$ cat config.mk
export PLATFORM = sky130hd
export DESIGN_NAME = cube_map_face_lookup_core
export DESIGN_NICKNAME = d
export VERILOG_FILES = /design/src/cmfl_pkg.sv /design/src/cmfl_front.sv /design/src/cmfl_div_step.sv /design/src/cmfl_divider.sv /design/src/cube_map_face_lookup_core.sv
export SDC_FILE = /design/constraint.sdc
export NUM_CORES = 2
export LEC_CHECK = 0
export BUFFER_PORTS_ARGS = -buffer_cell sky130_fd_sc_hd__buf_2
export CORE_UTILIZATION = 45
export CTS_CLUSTER_SIZE = 16
export DETAILED_ROUTE_END_ITERATION = 16
export PLACE_DENSITY = 0.59
export SLEW_MARGIN = 20
export SYNTH_ARGS = -nofsm -noshare
export SYNTH_HDL_FRONTEND = slang
export SYNTH_SLANG_ARGS = --single-unit
$ cat constraint.sdc
create_clock -name clk -period 10.5 [get_ports clk]
set_input_delay 1.575 -clock clk [delete_from_list [all_inputs] [get_ports clk]]
set_output_delay 1.575 -clock clk [all_outputs]
set_load 0.01 [all_outputs]
$ cat src/cmfl_pkg.sv
// ============================================================================
// cmfl_pkg: shared types and constants for the cube map face lookup
// Face codes, the sideband tag that travels with an item through the
// divider, and the default sizes of the direction and coordinate fields.
// ============================================================================
package cmfl_pkg;

    // Default sizes; the top level hands them down as parameters.
    localparam int DIR_WIDTH_DEF       = 16;
    localparam int COORD_FRAC_BITS_DEF = 16;

    // Face index width and codes.
    localparam int FACE_W = 3;

    localparam logic [FACE_W-1:0] FACE_POS_X = 3'd0;
    localparam logic [FACE_W-1:0] FACE_NEG_X = 3'd1;
    localparam logic [FACE_W-1:0] FACE_NEG_Y = 3'd2;
    localparam logic [FACE_W-1:0] FACE_POS_Y = 3'd3;
    localparam logic [FACE_W-1:0] FACE_POS_Z = 3'd4;
    localparam logic [FACE_W-1:0] FACE_NEG_Z = 3'd5;

    // Sideband that rides along with both coordinate lanes.
    typedef struct packed {
        logic [FACE_W-1:0] face;
        logic              zero;
    } tag_t;

endpackage

$ cat src/cmfl_front.sv
// ============================================================================
// cmfl_front: face selection and dividend setup
// Three register stages: magnitudes, major axis and minor components, then
// the two dividends and the shared divisor for the coordinate dividers.
// ============================================================================
module cmfl_front #(
    parameter int DIR_WIDTH       = cmfl_pkg::DIR_WIDTH_DEF,
    parameter int COORD_FRAC_BITS = cmfl_pkg::COORD_FRAC_BITS_DEF
) (
    input  logic                       clk,
    input  logic                       rst_n,
    // Upstream side
    input  logic                       valid_in,
    output logic                       ready_up,
    input  logic [DIR_WIDTH-1:0]       x_in,
    input  logic [DIR_WIDTH-1:0]       y_in,
    input  logic [DIR_WIDTH-1:0]       z_in,
    // Downstream side
    output logic                       valid_out,
    input  logic                       ready_dn,
    output cmfl_pkg::tag_t             tag_out,
    output logic [DIR_WIDTH:0]         den_out,
    output logic [DIR_WIDTH:0]         rem_u_out,
    output logic [COORD_FRAC_BITS:0]   lq_u_out,
    output logic [DIR_WIDTH:0]         rem_v_out,
    output logic [COORD_FRAC_BITS:0]   lq_v_out
);

    localparam int DW = DIR_WIDTH;
    localparam int F  = COORD_FRAC_BITS;
    localparam int NW = DW + 1 + F;

    // ------------------------------------------------------------------
    // Stage handshake: a stage loads when it is empty or its item leaves.
    // ------------------------------------------------------------------
    logic v1_reg, v2_reg, v3_reg;
    logic rdy1, rdy2, rdy3;

    assign rdy3     = !v3_reg || ready_dn;
    assign rdy2     = !v2_reg || rdy3;
    assign rdy1     = !v1_reg || rdy2;
    assign ready_up = rdy1;

    always_ff @(posedge clk or negedge rst_n)
    begin
        if (!rst_n)
        begin
            v1_reg <= 1'b0;
            v2_reg <= 1'b0;
            v3_reg <= 1'b0;
        end
        else
        begin
            if (rdy1)
            begin
                v1_reg <= valid_in;
            end
            if (rdy2)
            begin
                v2_reg <= v1_reg;
            end
            if (rdy3)
            begin
                v3_reg <= v2_reg;
            end
        end
    end

    // ------------------------------------------------------------------
    // Stage 1: component magnitudes. The most negative input maps to
    // 2^(DW-1), which still fits as an unsigned DW-bit value.
    // ------------------------------------------------------------------
    logic [DW-1:0] x1_reg, y1_reg, z1_reg;
    logic [DW-1:0] ax1_reg, ay1_reg, az1_reg;
    logic [DW-1:0] ax_next, ay_next, az_next;

    assign ax_next = x_in[DW-1] ? (~x_in + 1'b1) : x_in;
    assign ay_next = y_in[DW-1] ? (~y_in + 1'b1) : y_in;
    assign az_next = z_in[DW-1] ? (~z_in + 1'b1) : z_in;

    always_ff @(posedge clk)
    begin
        if (rdy1 && valid_in)
        begin
            x1_reg  <= x_in;
            y1_reg  <= y_in;
            z1_reg  <= z_in;
            ax1_reg <= ax_next;
            ay1_reg <= ay_next;
            az1_reg <= az_next;
        end
    end

    // ------------------------------------------------------------------
    // Stage 2: pick the major axis (z wins ties, then y), the face, the
    // major magnitude and the two sign-adjusted minor components.
    // ------------------------------------------------------------------
    logic signed [DW:0]        xs, ys, zs;
    logic                      z_major, y_major, zero_next;
    cmfl_pkg::tag_t            tag2_next;
    logic [DW-1:0]             maj2_next;
    logic signed [DW:0]        mu2_next, mv2_next;

    assign xs = $signed({x1_reg[DW-1], x1_reg});
    assign ys = $signed({y1_reg[DW-1], y1_reg});
    assign zs = $signed({z1_reg[DW-1], z1_reg});

    assign z_major   = (az1_reg >= ax1_reg) && (az1_reg >= ay1_reg);
    assign y_major   = (ay1_reg >= ax1_reg);
    assign zero_next = (ax1_reg == '0) && (ay1_reg == '0) && (az1_reg == '0);

    always_comb
    begin
        tag2_next.zero = zero_next;
        if (z_major)
        begin
            tag2_next.face = z1_reg[DW-1] ? cmfl_pkg::FACE_NEG_Z : cmfl_pkg::FACE_POS_Z;
            maj2_next      = az1_reg;
            mu2_next       = z1_reg[DW-1] ? -xs : xs;
            mv2_next       = ys;
        end
        else if (y_major)
        begin
            tag2_next.face = y1_reg[DW-1] ? cmfl_pkg::FACE_NEG_Y : cmfl_pkg::FACE_POS_Y;
            maj2_next      = ay1_reg;
            mu2_next       = xs;
            mv2_next       = y1_reg[DW-1] ? zs : -zs;
        end
        else
        begin
            tag2_next.face = x1_reg[DW-1] ? cmfl_pkg::FACE_NEG_X : cmfl_pkg::FACE_POS_X;
            maj2_next      = ax1_reg;
            mu2_next       = x1_reg[DW-1] ? zs : -zs;
            mv2_next       = ys;
        end
    end

    cmfl_pkg::tag_t      tag2_reg;
    logic [DW-1:0]       maj2_reg;
    logic signed [DW:0]  mu2_reg, mv2_reg;

    always_ff @(posedge clk)
    begin
        if (rdy2 && v1_reg)
        begin
            tag2_reg <= tag2_next;
            maj2_reg <= maj2_next;
            mu2_reg  <= mu2_next;
            mv2_reg  <= mv2_next;
        end
    end

    // ------------------------------------------------------------------
    // Stage 3: dividend (m + M) * 2^F + M for round to nearest, divisor
    // 2M. The upper dividend bits seed the partial remainder; the lower
    // F+1 bits are shifted in one per divider step.
    // ------------------------------------------------------------------
    logic signed [DW+1:0] sum_u, sum_v;
    logic [NW-1:0]        num_u, num_v;

    assign sum_u = {mu2_reg[DW], mu2_reg} + $signed({2'b00, maj2_reg});
    assign sum_v = {mv2_reg[DW], mv2_reg} + $signed({2'b00, maj2_reg});
    assign num_u = {sum_u[DW:0], {F{1'b0}}} + NW'(maj2_reg);
    assign num_v = {sum_v[DW:0], {F{1'b0}}} + NW'(maj2_reg);

    always_ff @(posedge clk)
    begin
        if (rdy3 && v2_reg)
        begin
            tag_out   <= tag2_reg;
            den_out   <= {maj2_reg, 1'b0};
            rem_u_out <= {1'b0, num_u[NW-1:F+1]};
            lq_u_out  <= num_u[F:0];
            rem_v_out <= {1'b0, num_v[NW-1:F+1]};
            lq_v_out  <= num_v[F:0];
        end
    end

    assign valid_out = v3_reg;

endmodule

$ cat src/cmfl_div_step.sv
// ============================================================================
// cmfl_div_step: one restoring division step for both coordinate lanes
// Shifts one dividend bit into each partial remainder, subtracts the shared
// divisor where it fits and shifts the quotient bit in from the bottom.
// ============================================================================
module cmfl_div_step #(
    parameter int DIR_WIDTH       = cmfl_pkg::DIR_WIDTH_DEF,
    parameter int COORD_FRAC_BITS = cmfl_pkg::COORD_FRAC_BITS_DEF
) (
    input  logic                       clk,
    input  logic                       rst_n,
    input  logic                       valid_in,
    output logic                       ready_up,
    input  cmfl_pkg::tag_t             tag_in,
    input  logic [DIR_WIDTH:0]         den_in,
    input  logic [DIR_WIDTH:0]         rem_u_in,
    input  logic [COORD_FRAC_BITS:0]   lq_u_in,
    input  logic [DIR_WIDTH:0]         rem_v_in,
    input  logic [COORD_FRAC_BITS:0]   lq_v_in,
    output logic                       valid_out,
    input  logic                       ready_dn,
    output cmfl_pkg::tag_t             tag_out,
    output logic [DIR_WIDTH:0]         den_out,
    output logic [DIR_WIDTH:0]         rem_u_out,
    output logic [COORD_FRAC_BITS:0]   lq_u_out,
    output logic [DIR_WIDTH:0]         rem_v_out,
    output logic [COORD_FRAC_BITS:0]   lq_v_out
);

    localparam int DW = DIR_WIDTH;
    localparam int F  = COORD_FRAC_BITS;

    logic valid_reg;

    assign ready_up  = !valid_reg || ready_dn;
    assign valid_out = valid_reg;

    always_ff @(posedge clk or negedge rst_n)
    begin
        if (!rst_n)
        begin
            valid_reg <= 1'b0;
        end
        else if (ready_up)
        begin
            valid_reg <= valid_in;
        end
    end

    // Trial subtraction on both lanes against the same divisor.
    logic [DW+1:0] trial_u, trial_v, diff_u, diff_v;
    logic          fit_u, fit_v;

    assign trial_u = {rem_u_in, lq_u_in[F]};
    assign trial_v = {rem_v_in, lq_v_in[F]};
    assign diff_u  = trial_u - {1'b0, den_in};
    assign diff_v  = trial_v - {1'b0, den_in};
    assign fit_u   = (trial_u >= {1'b0, den_in});
    assign fit_v   = (trial_v >= {1'b0, den_in});

    always_ff @(posedge clk)
    begin
        if (ready_up && valid_in)
        begin
            tag_out   <= tag_in;
            den_out   <= den_in;
            rem_u_out <= fit_u ? diff_u[DW:0] : trial_u[DW:0];
            rem_v_out <= fit_v ? diff_v[DW:0] : trial_v[DW:0];
            lq_u_out  <= {lq_u_in[F-1:0], fit_u};
            lq_v_out  <= {lq_v_in[F-1:0], fit_v};
        end
    end

endmodule

$ cat src/cmfl_divider.sv
// ============================================================================
// cmfl_divider: pipelined two-lane restoring divider
// A chain of COORD_FRAC_BITS+1 step stages, one quotient bit per stage.
// ============================================================================
module cmfl_divider #(
    parameter int DIR_WIDTH       = cmfl_pkg::DIR_WIDTH_DEF,
    parameter int COORD_FRAC_BITS = cmfl_pkg::COORD_FRAC_BITS_DEF
) (
    input  logic                       clk,
    input  logic                       rst_n,
    input  logic                       valid_in,
    output logic                       ready_up,
    input  cmfl_pkg::tag_t             tag_in,
    input  logic [DIR_WIDTH:0]         den_in,
    input  logic [DIR_WIDTH:0]         rem_u_in,
    input  logic [COORD_FRAC_BITS:0]   lq_u_in,
    input  logic [DIR_WIDTH:0]         rem_v_in,
    input  logic [COORD_FRAC_BITS:0]   lq_v_in,
    output logic                       valid_out,
    input  logic                       ready_dn,
    output cmfl_pkg::tag_t             tag_out,
    output logic [COORD_FRAC_BITS:0]   quo_u,
    output logic [COORD_FRAC_BITS:0]   quo_v
);

    localparam int DW    = DIR_WIDTH;
    localparam int F     = COORD_FRAC_BITS;
    localparam int STEPS = F + 1;

    // Links between stages; index 0 is the chain input.
    logic               vld_w [0:STEPS];
    logic               rdy_w [0:STEPS];
    cmfl_pkg::tag_t     tag_w [0:STEPS];
    logic [DW:0]        den_w [0:STEPS];
    logic [DW:0]        ru_w  [0:STEPS];
    logic [DW:0]        rv_w  [0:STEPS];
    logic [F:0]         qu_w  [0:STEPS];
    logic [F:0]         qv_w  [0:STEPS];

    assign vld_w[0]     = valid_in;
    assign tag_w[0]     = tag_in;
    assign den_w[0]     = den_in;
    assign ru_w[0]      = rem_u_in;
    assign rv_w[0]      = rem_v_in;
    assign qu_w[0]      = lq_u_in;
    assign qv_w[0]      = lq_v_in;
    assign ready_up     = rdy_w[0];
    assign rdy_w[STEPS] = ready_dn;

    for (genvar i = 0; i < STEPS; i++)
    begin : g_step
        cmfl_div_step #(
            .DIR_WIDTH       (DIR_WIDTH),
            .COORD_FRAC_BITS (COORD_FRAC_BITS)
        ) u_step (
            .clk       (clk),
            .rst_n     (rst_n),
            .valid_in  (vld_w[i]),
            .ready_up  (rdy_w[i]),
            .tag_in    (tag_w[i]),
            .den_in    (den_w[i]),
            .rem_u_in  (ru_w[i]),
            .lq_u_in   (qu_w[i]),
            .rem_v_in  (rv_w[i]),
            .lq_v_in   (qv_w[i]),
            .valid_out (vld_w[i+1]),
            .ready_dn  (rdy_w[i+1]),
            .tag_out   (tag_w[i+1]),
            .den_out   (den_w[i+1]),
            .rem_u_out (ru_w[i+1]),
            .lq_u_out  (qu_w[i+1]),
            .rem_v_out (rv_w[i+1]),
            .lq_v_out  (qv_w[i+1])
        );
    end

    // The final remainders and divisor are not needed past the last step.
    assign valid_out = vld_w[STEPS];
    assign tag_out   = tag_w[STEPS];
    assign quo_u     = qu_w[STEPS];
    assign quo_v     = qv_w[STEPS];

endmodule

$ cat src/cube_map_face_lookup_core.sv
// ============================================================================
// cube_map_face_lookup_core: cube map face and face coordinate lookup
// Picks the cube face for a signed direction and maps the two minor
// components to rounded, saturated unsigned face coordinates.
// ============================================================================
//
//  Channel   Dir  Handshake                  Payload (lowest bits first)
//  s_axis    in   s_axis_tvalid/tready       tdata: dir_x, dir_y, dir_z
//  m_axis    out  m_axis_tvalid/tready       tdata: face, coord_u, coord_v
//                                            tuser: zero_direction
//
//  One item enters per cycle unless the input side stalls. Three front
//  stages perform face selection and dividend setup, then the two-lane
//  restoring divider follows with one stage per quotient bit for both lanes.
//  Reset clears all stage valid bits; payload registers are not reset.
//  Every stage holds its item while the stage after it is full and stalled,
//  and empty stages keep loading, so a stall drops and repeats nothing.
//
module cube_map_face_lookup_core #(
    parameter int DIR_WIDTH       = cmfl_pkg::DIR_WIDTH_DEF,
    parameter int COORD_FRAC_BITS = cmfl_pkg::COORD_FRAC_BITS_DEF,
    parameter int IN_W            = ((3 * DIR_WIDTH + 7) / 8) * 8,
    parameter int OUT_FIELDS_W    = cmfl_pkg::FACE_W + 2 * (COORD_FRAC_BITS + 1),
    parameter int OUT_W           = ((OUT_FIELDS_W + 7) / 8) * 8
) (
    input  logic             clk,
    input  logic             rst_n,
    input  logic             s_axis_tvalid,
    output logic             s_axis_tready,
    input  logic [IN_W-1:0]  s_axis_tdata,   // dir_x, dir_y, dir_z
    output logic             m_axis_tvalid,
    input  logic             m_axis_tready,
    output logic [OUT_W-1:0] m_axis_tdata,   // face, coord_u, coord_v, zero pad
    output logic             m_axis_tuser    // zero_direction
);

    localparam int DW = DIR_WIDTH;
    localparam int F  = COORD_FRAC_BITS;

    // Front end to divider link.
    logic                 fe_valid, fe_ready;
    cmfl_pkg::tag_t       fe_tag;
    logic [DW:0]          fe_den, fe_rem_u, fe_rem_v;
    logic [F:0]           fe_lq_u, fe_lq_v;

    cmfl_front #(
        .DIR_WIDTH       (DIR_WIDTH),
        .COORD_FRAC_BITS (COORD_FRAC_BITS)
    ) u_front (
        .clk       (clk),
        .rst_n     (rst_n),
        .valid_in  (s_axis_tvalid),
        .ready_up  (s_axis_tready),
        .x_in      (s_axis_tdata[DW-1:0]),
        .y_in      (s_axis_tdata[2*DW-1:DW]),
        .z_in      (s_axis_tdata[3*DW-1:2*DW]),
        .valid_out (fe_valid),
        .ready_dn  (fe_ready),
        .tag_out   (fe_tag),
        .den_out   (fe_den),
        .rem_u_out (fe_rem_u),
        .lq_u_out  (fe_lq_u),
        .rem_v_out (fe_rem_v),
        .lq_v_out  (fe_lq_v)
    );

    cmfl_pkg::tag_t       dv_tag;
    logic [F:0]           quo_u, quo_v;

    cmfl_divider #(
        .DIR_WIDTH       (DIR_WIDTH),
        .COORD_FRAC_BITS (COORD_FRAC_BITS)
    ) u_divider (
        .clk       (clk),
        .rst_n     (rst_n),
        .valid_in  (fe_valid),
        .ready_up  (fe_ready),
        .tag_in    (fe_tag),
        .den_in    (fe_den),
        .rem_u_in  (fe_rem_u),
        .lq_u_in   (fe_lq_u),
        .rem_v_in  (fe_rem_v),
        .lq_v_in   (fe_lq_v),
        .valid_out (m_axis_tvalid),
        .ready_dn  (m_axis_tready),
        .tag_out   (dv_tag),
        .quo_u     (quo_u),
        .quo_v     (quo_v)
    );

    // ------------------------------------------------------------------
    // Result formatting: saturate at 1.0 and force a zero direction to
    // face +x with both coordinates at zero.
    // ------------------------------------------------------------------
    localparam logic [F:0] COORD_ONE = {1'b1, {F{1'b0}}};

    logic [F:0]                     coord_u, coord_v;
    logic [cmfl_pkg::FACE_W-1:0]    face;

    assign coord_u = dv_tag.zero ? '0 : ((quo_u > COORD_ONE) ? COORD_ONE : quo_u);
    assign coord_v = dv_tag.zero ? '0 : ((quo_v > COORD_ONE) ? COORD_ONE : quo_v);
    assign face    = dv_tag.zero ? cmfl_pkg::FACE_POS_X : dv_tag.face;

    assign m_axis_tdata = {{(OUT_W - OUT_FIELDS_W){1'b0}}, coord_v, coord_u, face};
    assign m_axis_tuser = dv_tag.zero;

    // ------------------------------------------------------------------
    // Assertions
    // ------------------------------------------------------------------

    // The input side only stalls when the pipeline is full up to the output.
    a_stall_only_when_full: assert property (
        @(posedge clk) disable iff (!rst_n)
        !s_axis_tready |-> m_axis_tvalid
    ) else $error("input stalled while the output stage is empty");

    // A nonzero direction never divides past 1.0 before saturation.
    a_quotient_in_range: assert property (
        @(posedge clk) disable iff (!rst_n)
        (m_axis_tvalid && !dv_tag.zero) |-> (quo_u <= COORD_ONE) && (quo_v <= COORD_ONE)
    ) else $error("divider quotient above one");

    // The face code leaving the pipeline is always a real face.
    a_face_legal: assert property (
        @(posedge clk) disable iff (!rst_n)
        m_axis_tvalid |-> (dv_tag.face <= cmfl_pkg::FACE_NEG_Z)
    ) else $error("illegal face code at output");

endmodule
# Yosys cells after proc, flatten, opt, wreduce, memory -nomap -nowiden
# Cells that the tools add are included.
dict set report word_totals {
  ff_bits 1702
  in_bits 52
  out_inout_bits 43
  elab_cells 360
}
dict set report op_classes {
  add_sub_neg 41
  order_cmp 39
  muxes 54
  bitwise 3
  reduce_logical 66
}
# cell n
set op_table {}
lappend op_table {{two-way mux 17 bit} 43}
lappend op_table {{>= comparator 18 x 17 -> 1 bit} 32}
lappend op_table {{subtractor 17 bit} 32}
lappend op_table {{adder 33 x 16 -> 33 bit} 2}
lappend op_table {{adder 16 x 1 -> 16 bit (second input constant)} 3}
lappend op_table {{>= comparator 16 bit} 3}
lappend op_table {{logical NOT 16 bit} 3}
lappend op_table {{inverter 16 bit} 3}
lappend op_table {{two-way mux 15 bit} 3}
lappend op_table {{adder 17 bit} 2}
lappend op_table {{>= comparator 17 bit} 2}
lappend op_table {{> comparator 17 bit (second input constant)} 2}
lappend op_table {{negation 16 -> 17 bit} 2}
lappend op_table {{two-way mux 16 bit} 2}
lappend op_table {{logical AND 1 bit} 23}
lappend op_table {{logical NOT 1 bit} 20}
lappend op_table {{logical OR 1 bit} 20}
lappend op_table {{two-way mux 3 bit} 3}
lappend op_table {{two-way mux 1 bit} 3}

# Depth between registers and ports, before layout
dict set report logic_depth {
  depth_word 22
  depth_mapped 14
  depth_no_buf 11
}

# Cells and area by module
# From an unflattened synthesis, not the netlist that was laid out.
dict set report unflattened {
  cells_unflattened 7886
  hier_area_um2 95910.7
}
# mod n_inst cells_each area_per_inst_um2 seq_area_each_um2
set by_module_without_submodules {}
lappend by_module_without_submodules {{cmfl_div_step (u_divider.g_step[13].u_step ...)} 10 392 4878.4 2697.6}
lappend by_module_without_submodules {{cmfl_div_step (u_divider.g_step[0].u_step ...)} 6 411 4996.0 2697.6}
lappend by_module_without_submodules {cmfl_front 1 1032 11636.2 6110.9}
lappend by_module_without_submodules {{cmfl_div_step (u_divider.g_step[12].u_step)} 1 409 4993.5 2697.6}
lappend by_module_without_submodules {cube_map_face_lookup_core 1 59 520.5 0.0}

# Worst setup path before layout
# No wires, ideal clock.
dict set report synth_path {
  path_kind {input port to flip-flop}
  from {input m_axis_tready}
  to {register u_divider.g_step[2].u_step.den_out[14] (enable)}
  setup_time_ns 0.563
  t_arrival_ns 6.411
  t_required_ns 9.937
  setup_slack_ns 3.527
  stages 6
  path_buffers 0
  path_cell_list {nand4b_1 -> inv_1 -> and3_1 -> nand2_1 -> nor4_1 -> a21boi_0}
}
dict set report synth_via {
  elab_chain_cells 16
}
# element line
set synth_rtl {}
lappend synth_rtl {{start, declared} cube_map_face_lookup_core.sv:32} ;# input logic m_axis_tready,
lappend synth_rtl {{logical OR 1 bit (15 in series)} cmfl_div_step.sv:35} ;# assign ready_up = !valid_reg || ready_dn;
lappend synth_rtl {{logical AND 1 bit} cmfl_div_step.sv:63} ;# if (ready_up && valid_in)
lappend synth_rtl {{end signal, assigned} cmfl_div_step.sv:66} ;# den_out <= den_in;
lappend synth_rtl {{end, declared} cmfl_div_step.sv:23} ;# output logic [DIR_WIDTH:0] den_out,
# No other way between the ends.
# A chain may end at the register's enable or synchronous reset.

# Worst setup path after layout
dict set report layout_path {
  from {input m_axis_tready}
  to {output s_axis_tready}
}
dict set report layout_via {
  elab_chain_cells 20
}
# element line
set layout_rtl {}
lappend layout_rtl {{logical OR 1 bit (17 in series)} cmfl_div_step.sv:35}
lappend layout_rtl {{logical OR 1 bit} cmfl_front.sv:39} ;# assign rdy3 = !v3_reg || ready_dn;
lappend layout_rtl {{logical OR 1 bit} cmfl_front.sv:40} ;# assign rdy2 = !v2_reg || rdy3;
lappend layout_rtl {{logical OR 1 bit} cmfl_front.sv:41} ;# assign rdy1 = !v1_reg || rdy2;
lappend layout_rtl {{end, declared} cube_map_face_lookup_core.sv:29} ;# output logic s_axis_tready,
# No other way between the ends.

==> flow_summary_export.csv <==
group,metric,value,unit
status,run_status,"completed",
synthesis,async_flop_share,0.0147,
clock_network,numCtsBuffers,149,
sta,hold_viol,0,
final_layout,reg.largest.list,"u_divider.g_step.u_step.lq_u_out x274, u_divider.g_step.u_step.rem_u_out x272, u_divider.g_step.u_step.rem_v_out x257",
clock_network,postCtsSetupBuffers,0,
synthesis,synthXorXnorAreaFrac,0.0543,
sta,slew_violations,0,
sta,finalCritPeriodShare,0.524,
power_and_ir_drop,peakVddDrop,0.194,mV
final_layout,fin_util,0.503,
synthesis,synth_edf_count,1345,
detailed_routing,routed_wl,192,mm
sta,max_freq,182,MHz
global_route,grt_pass1_vias,48400,
final_layout,fin_area,85100,um2
sta,rsz0062_at_grt,"no",
final_layout,fillers,14800,
detailed_routing,drt_iter0_markers,3758,
synthesis,yosys_warnings,0,
setup_path,crit_type,"input port to output pin",
placement,dp_hpwl,149,mm
sta,setup_viol,0,
sta,fin_crit,5.50,ns
sta,max_slew.worst_pin.slew,1.05,ns
global_route,grt_overflow_total,0,
clock_network,cts_sinks,1365,
synthesis,synth_compound_area_frac,0.123,
synthesis,synth_top_cell_by_area,"edfxtp_1",
clock_network,htreeDepth,4,
setup_path,crit_top_cell,"buf_2",
final_layout,syn2layout_area_growth,11.0,%
placement,port_buffers,91,
detailed_routing,via_count,50000,
sta,fin_skew,0.0623,ns
synthesis,synthAdderAreaFrac,0.109,
setup_path,crit_path_start_kind,"input port",
clock_network,hold_buffers,0,
floorplan,die_h,415,um
worst_hold_path,hp-class,"flip-flop to flip-flop",
synthesis,synth_cells,6436,
final_layout,final_cell_mix,"edfxtp_1 (1345), ha_1 (613), inv_1 (471)",
sta,max_slew_margin,0.287,
setup_path,cp.arrival,3.93,ns
synthesis,synth.distinct_cells,84,
synthesis,synth_top_family_by_area,"compound AO/OA/AOI/OAI gates",
synthesis,syn_area_per_cell,11.9,um2
synthesis,syn_area,76700,um2
clock_network,path_clk_slew,0.05,ns
flow_run,drv_cap,0,
synthesis,synth.mux.area_fraction,0.0527,
setup_path,required,8.93,ns
setup_path,path_cells,"buf_2 -> nand4b_1 -> inv_1 -> and3_1 -> nand2_1 -> nor4_1 -> buf_4 -> and4_1 -> nand4_1 -> buf_2",
floorplan,core,169000,um2
setup_path,crit_family,"simple AND/OR/NAND/NOR gates",
clock_network,clock_path_buffers,3,
synthesis,ys_top_cells_by_area,"edfxtp_1 (53%), ha_1 (10%), mux2_2 (4.4%), xnor2_1 (3.9%), o21ai_0 (2.4%)",
final_layout,largest_reg_flops,274,
final_layout,nets,7324,
clock_network,cts_tree,"done",
synthesis,synth-seq-cells,1365,
global_route,grt_pass1_wl,289,mm
power_and_ir_drop,power.density,333,nW/um2
synthesis,synth_top_area_share,0.527,
clock_network,post_cts_resized,0,
global_route,grt_usage,0.220,
floorplan,die_x,415,um
synthesis,ys.flop_type,"edfxtp_1",
setup_path,crit_fanout,6,
final_layout,layout_commonest_cell,"edfxtp_1",
floorplan,initial_core_util,0.453,
sta,setup_tns,0,ns
detailed_routing,drc,0,
setup_path,slowest_stage,"and3_1",
final_layout,drive_gt1_frac,0.113,
setup_path,slowest_delay,0.36,ns
power_and_ir_drop,p_leak,33.4,nW
detailed_routing,antenna_left,0,
final_layout,largest_register,"u_divider.g_step.u_step.lq_u_out",
placement,place_area,80000,um2
synthesis,seq_area_frac_synth,0.533,
floorplan,die_area,172000,um2
detailed_routing,wire_per_inst,21.4,um
floorplan,rows,151,
setup_path,crit_buf_inv,4,
clock_network,clk_latency,0.82,ns
synthesis,yosys.area_share.simple,0.0985,
detailed_routing,drt-vias-per-instance,5.57,
floorplan,ios,95,
detailed_routing,firstDrtPassIters,6,
setup_path,end_kind,"output pin",
global_route,grt_max_degree,82,
clock_network,cts_root_buf,"clkbuf_16",
global_route,antenna_found_initial,4,
placement,place_congestion,0.905,
-- metrics by stage --
step                power (mW)  instances  hold WS, ns  worst slack, ns
floorplan                 19.2       6438        0.400             3.53
global placement          22.9       8689        0.401             4.98
detailed placement        23.0       8689        0.405             4.98
CTS                       28.5       8963        0.388             4.96
global route              30.2       8967        0.406             4.79
finish                    28.3       8967        0.394             5.00
-- worst reg2reg max path, cell delays in order, from the launching register on --
cell and delay [ns]:
edfxtp_1 0.49, inv_1 0.15, ha_1 0.29, nand2b_1 0.10
a21o_1 0.11, a211oi_1 0.07, o21a_1 0.19, o21ai_0 0.70
nand2_1 0.61, inv_2 0.86, nand2_1 0.24, o221a_2 0.30
-- logic make-up after synthesis --
family / after synthesis
AO/OA/AOI/OAI: 1456
XOR/XNOR: 475
adder cells (fa/ha/maj): 647
buffers and inverters: 571
flip-flops: 1365
multiplexers: 365
other: 1
AND/OR/NAND/NOR: 1556
-- where the power goes --
group | switching [mW] | internal [mW] | total [mW]
logic | 7.22 | 5.77 | 13.0
registers | 1.25 | 8.72 | 9.97
clock network | 2.27 | 3.07 | 5.35
-- worst paths after layout --
path / startpoint / slack, ns / cells past startpoint / end
worst max register to register: u_front.az1_reg[0] / 6.14 / 11 / u_front.mu2_reg[7]
worst min register to register: u_divider.g_step[12].u_step.lq_u_out[2] / 0.39 / 0 / u_divider.g_step[13].u_step.lq_u_out[3]
min in group asynchronous: rst_n / 0.78 / 1 / u_divider.g_step[3].u_step.valid_out
worst max-delay path: m_axis_tready / 5.00 / 10 / s_axis_tready
worst min-delay path: u_divider.g_step[12].u_step.lq_u_out[2] / 0.39 / 0 / u_divider.g_step[13].u_step.lq_u_out[3]
max in group asynchronous: rst_n / 9.29 / 1 / u_front.v1_reg
-- cell usage after synthesis, drive strengths merged, types with 20 or more instances --
library cell  count
fa               34
buf              36
xnor2           343
o21bai           35
nor2b            89
a21oi           364
a31oi            44
mux2            301
edfxtp         1345
dfrtp            20
a21o            156
clkbuf           63
inv             472
nand2b          102
xor2            132
nor4             44
o31a             33
o41ai            24
and3             43
o21ai           376
nand4            64
or2              26
o21a            102
a211oi           44
nand3            98
nor3            128
mux2i            64
ha              613
o211ai           32
nand2           393
or3              53
a21boi           29
nor2            400
and2             69
o31ai            49
a31o             20
-- final cells by class --
type,count,area (um2),area share
Sequential cell,1365,40900,0.481
Antenna cell,1,2.50,0.0000294
Clock inverter,91,1180,0.0138
Multi-Input combinational cell,4502,33800,0.397
Clock buffer,183,3870,0.0454
Timing Repair Buffer,135,793,0.00932
Tap cell,2218,2780,0.0326
Inverter,472,1770,0.0208
-- layer usage --
| metal | part of all wire | GRT usage |
|---|---|---|
| met1 | 0.42 | 0.274 |
| met2 | 0.51 | 0.394 |
| met3 | 0.037 | 0.0272 |
| met4 | 0.028 | 0.0675 |
| met5 | 0.00016 | 0 |
Note: power is estimated with default switching activity, not from simulation.
